$ cat config.mk
export PLATFORM = sky130hd
export DESIGN_NAME = rv32ex_front_flat
export DESIGN_NICKNAME = d
export VERILOG_FILES = /design/src/rtl/rv32ex_pkg.sv /design/src/rtl/rv32ex_if.sv /design/src/rtl/rv32ex_front.sv /design/src/flat_wrapper.sv
export SDC_FILE = /design/constraint.sdc
export NUM_CORES = 1
export LEC_CHECK = 0
export BUFFER_PORTS_ARGS = -buffer_cell sky130_fd_sc_hd__buf_2
export CORE_AREA = 3 3 154 156
export DETAILED_ROUTE_END_ITERATION = 10
export DIE_AREA = 0 0 157 159
export GPL_TIMING_DRIVEN = 0
export PLACE_DENSITY = 0.81
export SETUP_SLACK_MARGIN = 0.5
export SLEW_MARGIN = 25
export SYNTH_ARGS = -nofsm -noshare
export SYNTH_HDL_FRONTEND = slang
export SYNTH_SLANG_ARGS = --single-unit
export TNS_END_PERCENT = 30
$ cat constraint.sdc
create_clock -name clk -period 6.6 [get_ports clk]
set_input_delay 0 -clock clk [delete_from_list [all_inputs] [get_ports clk]]
set_output_delay 0 -clock clk [all_outputs]
set_load 0.05 [all_outputs]
$ cat src/rtl/rv32ex_pkg.sv
// rv32ex_pkg: shared types, codes and helpers for the rv32im execute step
// no dependencies; used by rv32ex_front, rv32ex_back and the top level
package rv32ex_pkg;

  localparam int NUM_REGS = 32;
  localparam int RIDX_W   = $clog2(NUM_REGS);
  localparam int QDEPTH   = 2;
  localparam int QPTR_W   = $clog2(QDEPTH);
  localparam int QCNT_W   = $clog2(QDEPTH + 1);

  // major opcodes
  localparam logic [6:0] OPC_LUI    = 7'h37;
  localparam logic [6:0] OPC_AUIPC  = 7'h17;
  localparam logic [6:0] OPC_JAL    = 7'h6F;
  localparam logic [6:0] OPC_JALR   = 7'h67;
  localparam logic [6:0] OPC_BRANCH = 7'h63;
  localparam logic [6:0] OPC_STORE  = 7'h23;
  localparam logic [6:0] OPC_LOAD   = 7'h03;
  localparam logic [6:0] OPC_ALUI   = 7'h13;
  localparam logic [6:0] OPC_ALU    = 7'h33;
  localparam logic [6:0] OPC_SYSTEM = 7'h73;

  localparam logic [6:0] F7_BASE = 7'h00;
  localparam logic [6:0] F7_ALT  = 7'h20;
  localparam logic [6:0] F7_MULDIV = 7'h01;

  // exact system words
  localparam logic [31:0] WORD_ECALL  = 32'h0000_0073;
  localparam logic [31:0] WORD_EBREAK = 32'h0010_0073;
  localparam logic [31:0] WORD_MRET   = 32'h3020_0073;

  localparam logic [4:0] REG_A0 = 5'd10;

  // csr addresses and slots
  localparam logic [11:0] CSR_MSTATUS  = 12'h300;
  localparam logic [11:0] CSR_MIE      = 12'h304;
  localparam logic [11:0] CSR_MTVEC    = 12'h305;
  localparam logic [11:0] CSR_MSCRATCH = 12'h340;
  localparam logic [11:0] CSR_MEPC     = 12'h341;
  localparam logic [11:0] CSR_MCAUSE   = 12'h342;
  localparam logic [11:0] CSR_MTVAL    = 12'h343;
  localparam logic [11:0] CSR_MIP      = 12'h344;
  localparam logic [11:0] CSR_CYCLE    = 12'hC00;
  localparam logic [11:0] CSR_CYCLEH   = 12'hC80;

  localparam logic [2:0] SLOT_MSTATUS = 3'd0;
  localparam logic [2:0] SLOT_MTVEC   = 3'd2;
  localparam logic [2:0] SLOT_MEPC    = 3'd4;
  localparam logic [2:0] SLOT_MCAUSE  = 3'd5;

  localparam logic [31:0] MSTATUS_TRAP = 32'h0000_1800;
  localparam logic [31:0] MSTATUS_MRET = 32'h0000_1888;
  localparam logic [31:0] CAUSE_ECALL  = 32'd11;

  localparam logic [1:0] ST_OK   = 2'd0;
  localparam logic [1:0] ST_HALT = 2'd1;
  localparam logic [1:0] ST_ILL  = 2'd2;

  localparam logic [1:0] SZ_BYTE = 2'd0;
  localparam logic [1:0] SZ_HALF = 2'd1;

  typedef enum logic [4:0] {
    K_LUI, K_AUIPC, K_JAL, K_JALR, K_BR, K_ST, K_LD, K_ALUI, K_ALU,
    K_MUL, K_DIV, K_ECALL, K_EBREAK, K_MRET, K_CSR, K_ILL, K_LDRET
  } kind_t;

  // one classified word in the queue
  typedef struct packed {
    kind_t       kind;
    logic [31:0] instr;
    logic [31:0] pc;
    logic [31:0] ld_data;
    logic [31:0] imm;
    logic [4:0]  rs1a;
    logic [4:0]  rs2a;
  } dec_t;

  typedef struct packed {
    logic valid;
    dec_t head;
  } qhead_t;

  typedef struct packed {
    logic [31:0] next_pc;
    logic [4:0]  rd_index;
    logic [31:0] rd_value;
    logic        rd_write;
    logic        mem_read;
    logic        mem_write;
    logic [31:0] mem_addr;
    logic [1:0]  mem_size;
    logic [31:0] store_data;
    logic [1:0]  status;
    logic [31:0] halt_code;
  } res_t;

  // {hit, slot}
  function automatic logic [3:0] csr_slot(input logic [11:0] a);
    logic [3:0] s;
    case (a)
      CSR_MSTATUS:  s = 4'h8;
      CSR_MIE:      s = 4'h9;
      CSR_MTVEC:    s = 4'hA;
      CSR_MSCRATCH: s = 4'hB;
      CSR_MEPC:     s = 4'hC;
      CSR_MCAUSE:   s = 4'hD;
      CSR_MTVAL:    s = 4'hE;
      CSR_MIP:      s = 4'hF;
      default:      s = 4'h0;
    endcase
    return s;
  endfunction

  function automatic logic reg_live(input logic [4:0] idx);
    return (idx != 5'd0) && (32'(idx) < NUM_REGS);
  endfunction

endpackage

$ cat src/rtl/rv32ex_if.sv
// rv32ex channel interfaces: instruction/load-return input and result output
// depends on nothing; payload widths fixed by the block's fields
interface rv32ex_in_if;
  logic        valid;
  logic        ready;
  logic        op;
  logic [31:0] instr;
  logic [31:0] pc;
  logic [31:0] load_data;

  modport source (output valid, op, instr, pc, load_data, input ready);
  modport sink   (input valid, op, instr, pc, load_data, output ready);
endinterface


$ cat src/rtl/rv32ex_front.sv
// rv32ex_front: accepts input words, classifies them and queues them
// depends on rv32ex_pkg and rv32ex_in_if
module rv32ex_front (
  input  logic                 clk,
  input  logic                 rst_n,
  rv32ex_in_if.sink            in_ch,
  output rv32ex_pkg::qhead_t   q_o,
  input  logic                 q_pop
);

  rv32ex_pkg::dec_t                 dec;
  rv32ex_pkg::dec_t                 fifo_r [rv32ex_pkg::QDEPTH];
  logic [rv32ex_pkg::QPTR_W-1:0]    wr_ptr_r, rd_ptr_r;
  logic [rv32ex_pkg::QCNT_W-1:0]    cnt_r;
  logic                             push;
  logic [6:0]                       opc, f7;
  logic [2:0]                       f3;
  logic [31:0]                      i;

  // decode
  always_comb begin
    i   = in_ch.instr;
    opc = i[6:0];
    f3  = i[14:12];
    f7  = i[31:25];
    dec.instr   = i;
    dec.pc      = in_ch.pc;
    dec.ld_data = in_ch.load_data;
    dec.rs1a    = i[19:15];
    dec.rs2a    = i[24:20];
    dec.imm     = {{20{i[31]}}, i[31:20]};
    dec.kind    = rv32ex_pkg::K_ILL;
    if (in_ch.op) begin
      dec.kind = rv32ex_pkg::K_LDRET;
    end else begin
      case (opc)
        rv32ex_pkg::OPC_LUI: begin
          dec.kind = rv32ex_pkg::K_LUI;
          dec.imm  = {i[31:12], 12'b0};
        end
        rv32ex_pkg::OPC_AUIPC: begin
          dec.kind = rv32ex_pkg::K_AUIPC;
          dec.imm  = {i[31:12], 12'b0};
        end
        rv32ex_pkg::OPC_JAL: begin
          dec.kind = rv32ex_pkg::K_JAL;
          dec.imm  = {{11{i[31]}}, i[31], i[19:12], i[20], i[30:21], 1'b0};
        end
        rv32ex_pkg::OPC_JALR: begin
          if (f3 == 3'd0) dec.kind = rv32ex_pkg::K_JALR;
        end
        rv32ex_pkg::OPC_BRANCH: begin
          dec.imm = {{19{i[31]}}, i[31], i[7], i[30:25], i[11:8], 1'b0};
          if (f3 != 3'd2 && f3 != 3'd3) dec.kind = rv32ex_pkg::K_BR;
        end
        rv32ex_pkg::OPC_STORE: begin
          dec.imm = {{20{i[31]}}, i[31:25], i[11:7]};
          if (f3 <= 3'd2) dec.kind = rv32ex_pkg::K_ST;
        end
        rv32ex_pkg::OPC_LOAD: begin
          if (f3 != 3'd3 && f3 <= 3'd5) dec.kind = rv32ex_pkg::K_LD;
        end
        rv32ex_pkg::OPC_ALUI: begin
          if (f3 == 3'd1) begin
            if (f7 == rv32ex_pkg::F7_BASE) dec.kind = rv32ex_pkg::K_ALUI;
          end else if (f3 == 3'd5) begin
            if (f7 == rv32ex_pkg::F7_BASE || f7 == rv32ex_pkg::F7_ALT)
              dec.kind = rv32ex_pkg::K_ALUI;
          end else begin
            dec.kind = rv32ex_pkg::K_ALUI;
          end
        end
        rv32ex_pkg::OPC_ALU: begin
          if (f7 == rv32ex_pkg::F7_MULDIV)
            dec.kind = f3[2] ? rv32ex_pkg::K_DIV : rv32ex_pkg::K_MUL;
          else if (f7 == rv32ex_pkg::F7_ALT && (f3 == 3'd0 || f3 == 3'd5))
            dec.kind = rv32ex_pkg::K_ALU;
          else if (f7 == rv32ex_pkg::F7_BASE)
            dec.kind = rv32ex_pkg::K_ALU;
        end
        rv32ex_pkg::OPC_SYSTEM: begin
          if (f3 == 3'd0) begin
            if (i == rv32ex_pkg::WORD_EBREAK) begin
              dec.kind = rv32ex_pkg::K_EBREAK;
              dec.rs1a = rv32ex_pkg::REG_A0;
            end else if (i == rv32ex_pkg::WORD_ECALL) begin
              dec.kind = rv32ex_pkg::K_ECALL;
            end else if (i == rv32ex_pkg::WORD_MRET) begin
              dec.kind = rv32ex_pkg::K_MRET;
            end
          end else if (f3 != 3'd4) begin
            dec.kind = rv32ex_pkg::K_CSR;
          end
        end
        default: dec.kind = rv32ex_pkg::K_ILL;
      endcase
    end
  end

  // queue control
  assign in_ch.ready = (cnt_r != rv32ex_pkg::QCNT_W'(rv32ex_pkg::QDEPTH));
  assign push        = in_ch.valid && in_ch.ready;
  assign q_o.valid   = (cnt_r != '0);
  assign q_o.head    = fifo_r[rd_ptr_r];

  always_ff @(posedge clk) begin
    if (!rst_n) begin
      wr_ptr_r <= '0;
      rd_ptr_r <= '0;
      cnt_r    <= '0;
    end else begin
      if (push) wr_ptr_r <= wr_ptr_r + 1'b1;
      if (q_pop) rd_ptr_r <= rd_ptr_r + 1'b1;
      if (push && !q_pop) cnt_r <= cnt_r + 1'b1;
      else if (!push && q_pop) cnt_r <= cnt_r - 1'b1;
    end
  end

  // queue storage
  always_ff @(posedge clk) begin
    if (push) fifo_r[wr_ptr_r] <= dec;
  end

endmodule

$ cat src/flat_wrapper.sv
// flat-port wrapper written by rule: the top's interface ports become plain ports
module rv32ex_front_flat 
  (clk, rst_n, q_o, q_pop, in_ch_valid, in_ch_op, in_ch_instr, in_ch_pc, in_ch_load_data, in_ch_ready);
  rv32ex_in_if in_ch_i ();
  input  logic clk;
  input  logic rst_n;
  output rv32ex_pkg::qhead_t q_o;
  input  logic q_pop;
  input wire logic [$bits(in_ch_i.valid)-1:0] in_ch_valid;
  input wire logic [$bits(in_ch_i.op)-1:0] in_ch_op;
  input wire logic [$bits(in_ch_i.instr)-1:0] in_ch_instr;
  input wire logic [$bits(in_ch_i.pc)-1:0] in_ch_pc;
  input wire logic [$bits(in_ch_i.load_data)-1:0] in_ch_load_data;
  output wire logic [$bits(in_ch_i.ready)-1:0] in_ch_ready;
  assign in_ch_i.valid = in_ch_valid;
  assign in_ch_i.op = in_ch_op;
  assign in_ch_i.instr = in_ch_instr;
  assign in_ch_i.pc = in_ch_pc;
  assign in_ch_i.load_data = in_ch_load_data;
  assign in_ch_ready = in_ch_i.ready;
  rv32ex_front u_core (.clk(clk), .rst_n(rst_n), .in_ch(in_ch_i), .q_o(q_o), .q_pop(q_pop));
endmodule
==> out/qor.csv, run 1 <==
metric,value,unit
detail-route-antenna-nets,0,
finClkSkew,0.00429,ns
place_congestion,0.853,
dp_worst_setup_slack,4.40,ns
place_inst,1140,
worstMarginPinSlew,0.799,ns
dr.first_iter.drc_count,548,
clk_pin_slew,0.06,ns
die_w,157,µm
endpoint_kind,output pin,
multiInputGateArea,2480,µm²
rsz0062_at_grt,no,
fin_util,0.655,
place_area,12800,µm²
grt_pass1_wl,40300,µm
p_leak,5.54,nW
ys_warn_count,0,
port_buffers,245,
relSlewSlack,0.467,
ir_drop,0.000246,V
drive_gt1_frac,0.449,
fp.dieH,159,µm
drt-met1-wl,10100,µm
cts_tree,yes,
status,"finished, final reports clean",
core,22500,µm²
nets,1089,
ios,246,
routed.top_layer,met4,
wl,26900,µm
crit_required,6.60,ns
grt_use_total,0.207,
vias,6878,
cpPeakStageDelay,0.55,ns
htreeDepth,1,
p_per_area,335,nW/µm²
grt_pass1_vias,7490,
wl_met2,13700,µm
hold_viol,0,
areaGrowthSynthToFinish,34.2,%
cp_cell_sequence,clkbuf_1 > clkbuf_1 > mux2_2 > buf_4 > buf_2,
cpMostUsedCell,clkbuf_1,
cts.sinks,279,
crit_fanout,10,
dpl.hpwl,17100,µm
synth_nets,703,
grt_overflow_total,0,
worstPathArrival,2.69,ns
wl_per_cell,20.8,µm
design_area,14700,µm²
slew_violations,0,
synth_ff_type,edfxtp_1,
dr_wl_met3,2060,µm
crit_slowest_cell,clkbuf_1,
die_area,25000,µm²
r2r-start,u_core.cnt_r[0],
cts_buffers,29,
start_util,0.488,
antenna_found_initial,0,
setup_viol_count_final,0,
min_from,in_ch_load_data[7],
drc,0,
seq_area_frac_synth,0.758,
firstDrtPassIters,5,
clk_latency,0.52,ns
worst_setup_path_start_kind,register,
synth-edff-count,274,
cap_violations,0,
syn_inst,601,
finalSetupTns,0,ns
final_cells,1294,
cts_resized,0,
avgSynthCellArea,18.3,µm²
yosysUniqueCellTypes,53,
critPathKind,reg -> out,
nFillCells,1505,
detail_route.vias_per_cell,5.32,
fmax,372,MHz
cts_max_path_buffers,3,
setup_ws,3.91,ns
rows,55,
cts-root-buf,clkbuf_16,
grt_max_degree,42,
fin_crit,2.69,ns
synth_seq_cells,279,
hp-class,in -> reg,
period_share,0.408,
seqCellArea,8330,µm²
insertedDiodeCount,0,
async_flop_share,0,
synth_area,11000,µm²
placed cells by master (no fill, tap or decap), types with 4 or more instances in the layout:
cell type and count:
clkbuf_1 33, nor3_1 4, edfxtp_1 274, clkbuf_16 29, o211ai_1 10, inv_1 7, nor2_1 12, nor4_1 7
a22o_1 4, bufinv_16 4, o21ai_0 7, dlygate4sd3_1 101, a21o_1 13, buf_12 5, dfxtp_1 5, buf_4 6
nor2b_1 8, buf_2 251, buf_16 4, clkinv_1 4, mux2_2 137, and2_1 7, a21oi_1 5, or2_2 4
nand2_1 16
synthesized netlist by cell type, types with 2 or more instances:
cell type / count / area [µm²]
mux2_2: 137 / 1540
and3_1: 3 / 18.8
inv_1: 7 / 26.3
a22o_1: 4 / 35.0
a211o_1: 2 / 17.5
nand2_1: 16 / 60.1
xor2_1: 3 / 26.3
nor4_1: 7 / 43.8
nor2b_1: 8 / 50.1
clkbuf_1: 22 / 82.6
nor2_1: 13 / 48.8
a21oi_1: 5 / 25.0
a21o_1: 13 / 97.6
o221ai_1: 2 / 17.5
dfxtp_1: 5 / 100
nor3_1: 4 / 20.0
buf_4: 6 / 45.0
and2_1: 7 / 43.8
nand3_1: 3 / 15.0
edfxtp_1: 274 / 8230
buf_2: 6 / 30.0
or3_1: 3 / 18.8
or2_2: 4 / 25.0
nand2b_1: 3 / 18.8
o21ai_0: 7 / 35.0
o211ai_1: 10 / 75.1
registers in the layout, summed over array words and instances, names as in the netlist, named ones only:
| name | flops |
|---|---|
| u_core.fifo_r | 274 |
| u_core.cnt_r | 2 |
| u_core.rd_ptr_r | 1 |
| u_core.wr_ptr_r | 1 |
layout make-up:
| cell class | instances | share of cell area |
|---|---|---|
| Buffer | 34 | 0.0107 |
| Clock buffer | 40 | 0.0520 |
| Clock inverter | 13 | 0.0116 |
| Inverter | 8 | 0.00204 |
| Multi-Input combinational cell | 280 | 0.168 |
| Sequential cell | 279 | 0.565 |
| Tap cell | 285 | 0.0242 |
| Timing Repair Buffer | 355 | 0.166 |
path summary, 6_finish.rpt:
| check | end | slack, ns | depth (start not counted) |
|---|---|---|---|
| min | u_core.fifo_r[1][49] | 0.20 | 2 |
| max reg2reg | u_core.fifo_r[0][60] | 4.60 | 5 |
| min reg2reg | u_core.cnt_r[1] | 0.54 | 2 |
| max | q_o[137] | 3.91 | 5 |
critical path, delay by kind of cell (launching register included):
family | cells | cell delay, ns
buf+inv | 4 | 1.42
flops | 1 | 0.33
mux | 1 | 0.41
metrics by stage:
step | hold WS (ns) | total power [mW]
floorplan | 0.0989 | 3.02
global placement | 0.188 | 3.28
detailed placement | 0.191 | 3.31
CTS | 0.167 | 4.96
global route | 0.179 | 5.11
finish | 0.204 | 4.94
report_power, final:
group / leakage, nW / total (mW) / internal [mW] / switching [mW]
clock: 0.442 / 1.60 / 0.967 / 0.636
combinational: 2.50 / 1.14 / 0.338 / 0.805
sequential: 2.60 / 2.19 / 2.15 / 0.0413
total: 5.54 / 4.94 / 3.45 / 1.48
timing repair:
action | in CTS | in global routing
hold buffers | 101 | 0
endpoints found under the hold margin | 263 | 0
buffers inserted | 0 | 0
kinds of logic (layout without fill, tap and decap cells):
family | count (synthesis) | count (layout) | share of synthesized area
compound gates | 56 | 56 | 0.0377
xor+xnor | 4 | 4 | 0.00319
fa+ha+maj | 1 | 1 | 0.00114
buf+inv | 42 | 450 | 0.0171
flops | 279 | 279 | 0.758
mux | 138 | 138 | 0.141
simple gates | 81 | 81 | 0.0415
layer usage:
layer  GRT usage  vias up
li1            -     3134
met3      0.0421       68
met1       0.241     3380
met4      0.0824        0
met5           0        -
met2       0.370      296
No activity file was read; power rests on OpenSTA's default activity.
==> inputs of run 2 (changes only) <==
- ABC_AREA: default -> 1
- CORE_AREA: 3 3 154 156 -> 3 3 150 152
- DIE_AREA: 0 0 157 159 -> 0 0 153 155
- PLACE_DENSITY: 0.81 -> 0.83
- clock period: 6.6 -> 2.6 ns (I/O delays scaled with it)
==> run 2 against run 1 <==
Net effect:
- hold slack is essentially flat
- sequential share of layout area shrank 2.1 points
- power grew 140%
- sequential power grew 150%
- wire length shrank 0.99%
- clock power grew to 2.5 times the previous value
- critical path depth is the same
- register-to-register slack lost 3.9 ns
- critical path type unchanged
- largest power group unchanged
==> out/qor.csv, run 2 <==
metric,value,unit,change
synthTopCellsByCount,"274 x edfxtp_1, 137 x mux2_2, 123 x nand2_1, 58 x nor2_1, 43 x inv_1",,"was 274 x edfxtp_1, 137 x mux2_2, 22 x clkbuf_1, 16 x nand2_1"
power_frac_clock,0.336,,was 0.325
final_common_cell,edfxtp_1,,unchanged
hp-class,in -> reg,,unchanged
finClkSkew,0.0145,ns,was 0.00429 ns
grt_use_total,0.221,,was 0.207
synth_seq_cells,279,,unchanged
synth_ff_type,edfxtp_1,,unchanged
crit_required,2.60,ns,was 6.60 ns
status,"finished, final reports clean",,unchanged
seqPwrFrac,0.458,,was 0.444
fp.dieH,155,µm,was 159 µm
die_area,23700,µm²,was 25000 µm²
cap_violations,0,,unchanged
setup_ws,0.572,ns,was 3.91 ns
cts_buffers,28,,was 29
worst_setup_path_start_kind,register,,unchanged
synth_most_common_cell,edfxtp_1,,unchanged
ir_drop,0.000890,V,was 0.000246 V
place_area,13300,µm²,was 12800 µm²
antenna_found_initial,1,,was 0
place_inst,1285,,was 1140
grt_overflow_total,0,,unchanged
top_register,u_core.fifo_r,,unchanged
power_frac_comb,0.206,,was 0.232
grt_max_degree,25,,was 42
synth-edff-count,274,,unchanged
async_flop_share,0,,unchanged
crit_fanout,10,,unchanged
internal_power,8.56,mW,was 3.45 mW
crit_family,buffers and inverters,,unchanged
die_w,153,µm,was 157 µm
worstMarginPinSlew,0.555,ns,was 0.799 ns
synth_nets,854,,was 703
p_leak,6.06,nW,was 5.54 nW
vias,7317,,was 6878
cp_cell_sequence,clkbuf_4 > buf_4 > mux2_2 > buf_4 > buf_2,,was clkbuf_1 > clkbuf_1 > mux2_2 > buf_4 > buf_2
rsz0062_at_grt,yes,,was no
wl,26600,µm,was 26900 µm
core,21200,µm²,was 22500 µm²
cts.sinks,279,,unchanged
rows,53,,was 55
ys_warn_count,0,,unchanged
grt_pass1_wl,41900,µm,was 40300 µm
cpPeakStageDelay,0.38,ns,was 0.55 ns
p_sw,3.38,mW,was 1.48 mW
synthTopCellsByArea,"edfxtp_1 72%, mux2_2 14%, nand2_1 4.1%",,"was edfxtp_1 75%, mux2_2 14%, dfxtp_1 0.91%"
crit_slowest_cell,mux2_2,,was clkbuf_1
switching_share,0.283,,was 0.300
areaGrowthSynthToFinish,34.4,%,was 34.2%
syn_inst,752,,was 601
detail-route-antenna-nets,0,,unchanged
port_buffers,245,,unchanged
drc,0,,unchanged
cts_max_path_buffers,3,,unchanged
nets,1245,,was 1089
critPathKind,reg -> out,,unchanged
clk_latency,0.53,ns,was 0.52 ns
grt_pass1_vias,7837,,was 7490
htreeDepth,1,,unchanged
hold_viol,0,,unchanged
avgSynthCellArea,15.1,µm²,was 18.3 µm²
largestRegisters,"u_core.fifo_r: 274 flops, u_core.cnt_r: 2 flops",,unchanged
start_util,0.538,,was 0.488
detail_route.vias_per_cell,5.08,,was 5.32
largest_reg_flops,274,,unchanged
clk_pin_slew,0.06,ns,about the same
dp_worst_setup_slack,0.357,ns,was 4.40 ns
fin_util,0.724,,was 0.655
fin_crit,2.03,ns,
seq_area_frac_synth,0.731,,was 0.758
slew_violations,0,,unchanged
power,11.9,mW,was 4.94 mW
yosys.area.top_type,edfxtp_1,,unchanged
drive_gt1_frac,0.422,,was 0.449
cts-root-buf,clkbuf_16,,unchanged
firstDrtPassIters,5,,unchanged
worstPathArrival,2.03,ns,was 2.69 ns
netlist.area_leader.share,0.723,,was 0.749
ios,246,,unchanged
period_share,0.780,,
wl_per_cell,18.5,µm,was 20.8 µm
dpl.hpwl,18200,µm,was 17100 µm
p_per_area,780,nW/µm²,was 335 nW/µm²
design_area,15300,µm²,was 14700 µm²
yosysUniqueCellTypes,30,,was 53
place_congestion,0.884,,was 0.853
dr.first_iter.drc_count,445,,was 548
relSlewSlack,0.630,,was 0.467
final_cells,1441,,was 1294
crit_buf_inv,4,,unchanged
cts_tree,yes,,unchanged
setup_viol_count_final,0,,unchanged
synth_area,11400,µm²,was 11000 µm²
final_cell_mix,"274 x edfxtp_1, 259 x buf_2, 137 x mux2_2, 121 x nand2_1, 101 x dlygate4sd3_1",,"was 274 x edfxtp_1, 251 x buf_2, 137 x mux2_2, 101 x dlygate4sd3_1, 33 x clkbuf_1"
endpoint_kind,output pin,,unchanged
fmax,493,MHz,
cpMostUsedCell,buf_4,,was clkbuf_1
run 2: repair_timing:
item | CTS | global route
hold buffers | 101 | 0
hold endpoints to repair | 275 | 0
pin swaps | 1 | 1
setup buffers | 0 | 1
cloned | 1 | 0
gates resized for setup | 4 | 3
setup endpoints to repair | 132 | 41
run 2: worst register-to-register path, stage by stage, from the launching register on:
cell and delay (ns):
dfxtp_2 0.35, inv_4 0.06, nand2_8 0.07, nand2_4 0.08, nor2_4 0.41, buf_16 0.23, buf_16 0.17, buf_16 0.18
run 2: per-stage QoR:
stage                     hold slack, ns  setup TNS [ns]
final                              0.204               0
after global routing               0.190               0
after detailed placement           0.191               0
after CTS                          0.170               0
after global placement             0.187         -389.46
after floorplan                   0.0989         -116.87
run 2: cells by family after synthesis:
logic type | count (synthesis) | synth area share
AO/OA/AOI/OAI | 35 | 0.0181
multiplexers | 137 | 0.135
flip-flops | 279 | 0.731
buffers and inverters | 79 | 0.0304
AND/OR/NAND/NOR | 221 | 0.0835
adder cells (fa/ha/maj) | 1 | 0.00110
run 2: cell type report:
class,count,area (µm²)
well taps,275,344
repair buffers,360,2570
flip-flops and latches,279,8330
clock buffers,39,793
diodes,1,2.50
multi-input cells,395,2760
plain buffers,30,175
fillers,1374,5850
clock inverters,13,145
inverters,49,189
run 2: metal layers:
metal  part of all wire  wire length [µm]  GRT usage  vias up
li1                   -                 -          -     3494
met4              0.031               815     0.0662        0
met2               0.52             13900      0.405      245
met1               0.39             10400      0.267     3529
met5                  0                 0          0        -
met3              0.057              1510     0.0434       49
run 2: path summary, 6_finish.rpt:
path | cells after the start | endpoint | slack, ns | start
worst max-delay path | 5 | q_o[137] | 0.57 | register
worst min-delay path | 2 | u_core.fifo_r[1][80] | 0.20 | in_ch_pc[6]
worst max register to register | 7 | u_core.fifo_r[0][16] | 0.73 | u_core.cnt_r[0]
worst min register to register | 2 | register | 0.50 | u_core.rd_ptr_r
run 2: power by group through the flow:
stage | clock network [mW] | registers (mW) | logic, mW
global placement | 0 | 5.57 | 2.15
CTS | 4.09 | 5.46 | 2.46
detailed placement | 0 | 5.56 | 2.32
floorplan | 0 | 5.55 | 1.64
global route | 4.27 | 5.49 | 2.59
finish | 4.02 | 5.46 | 2.46
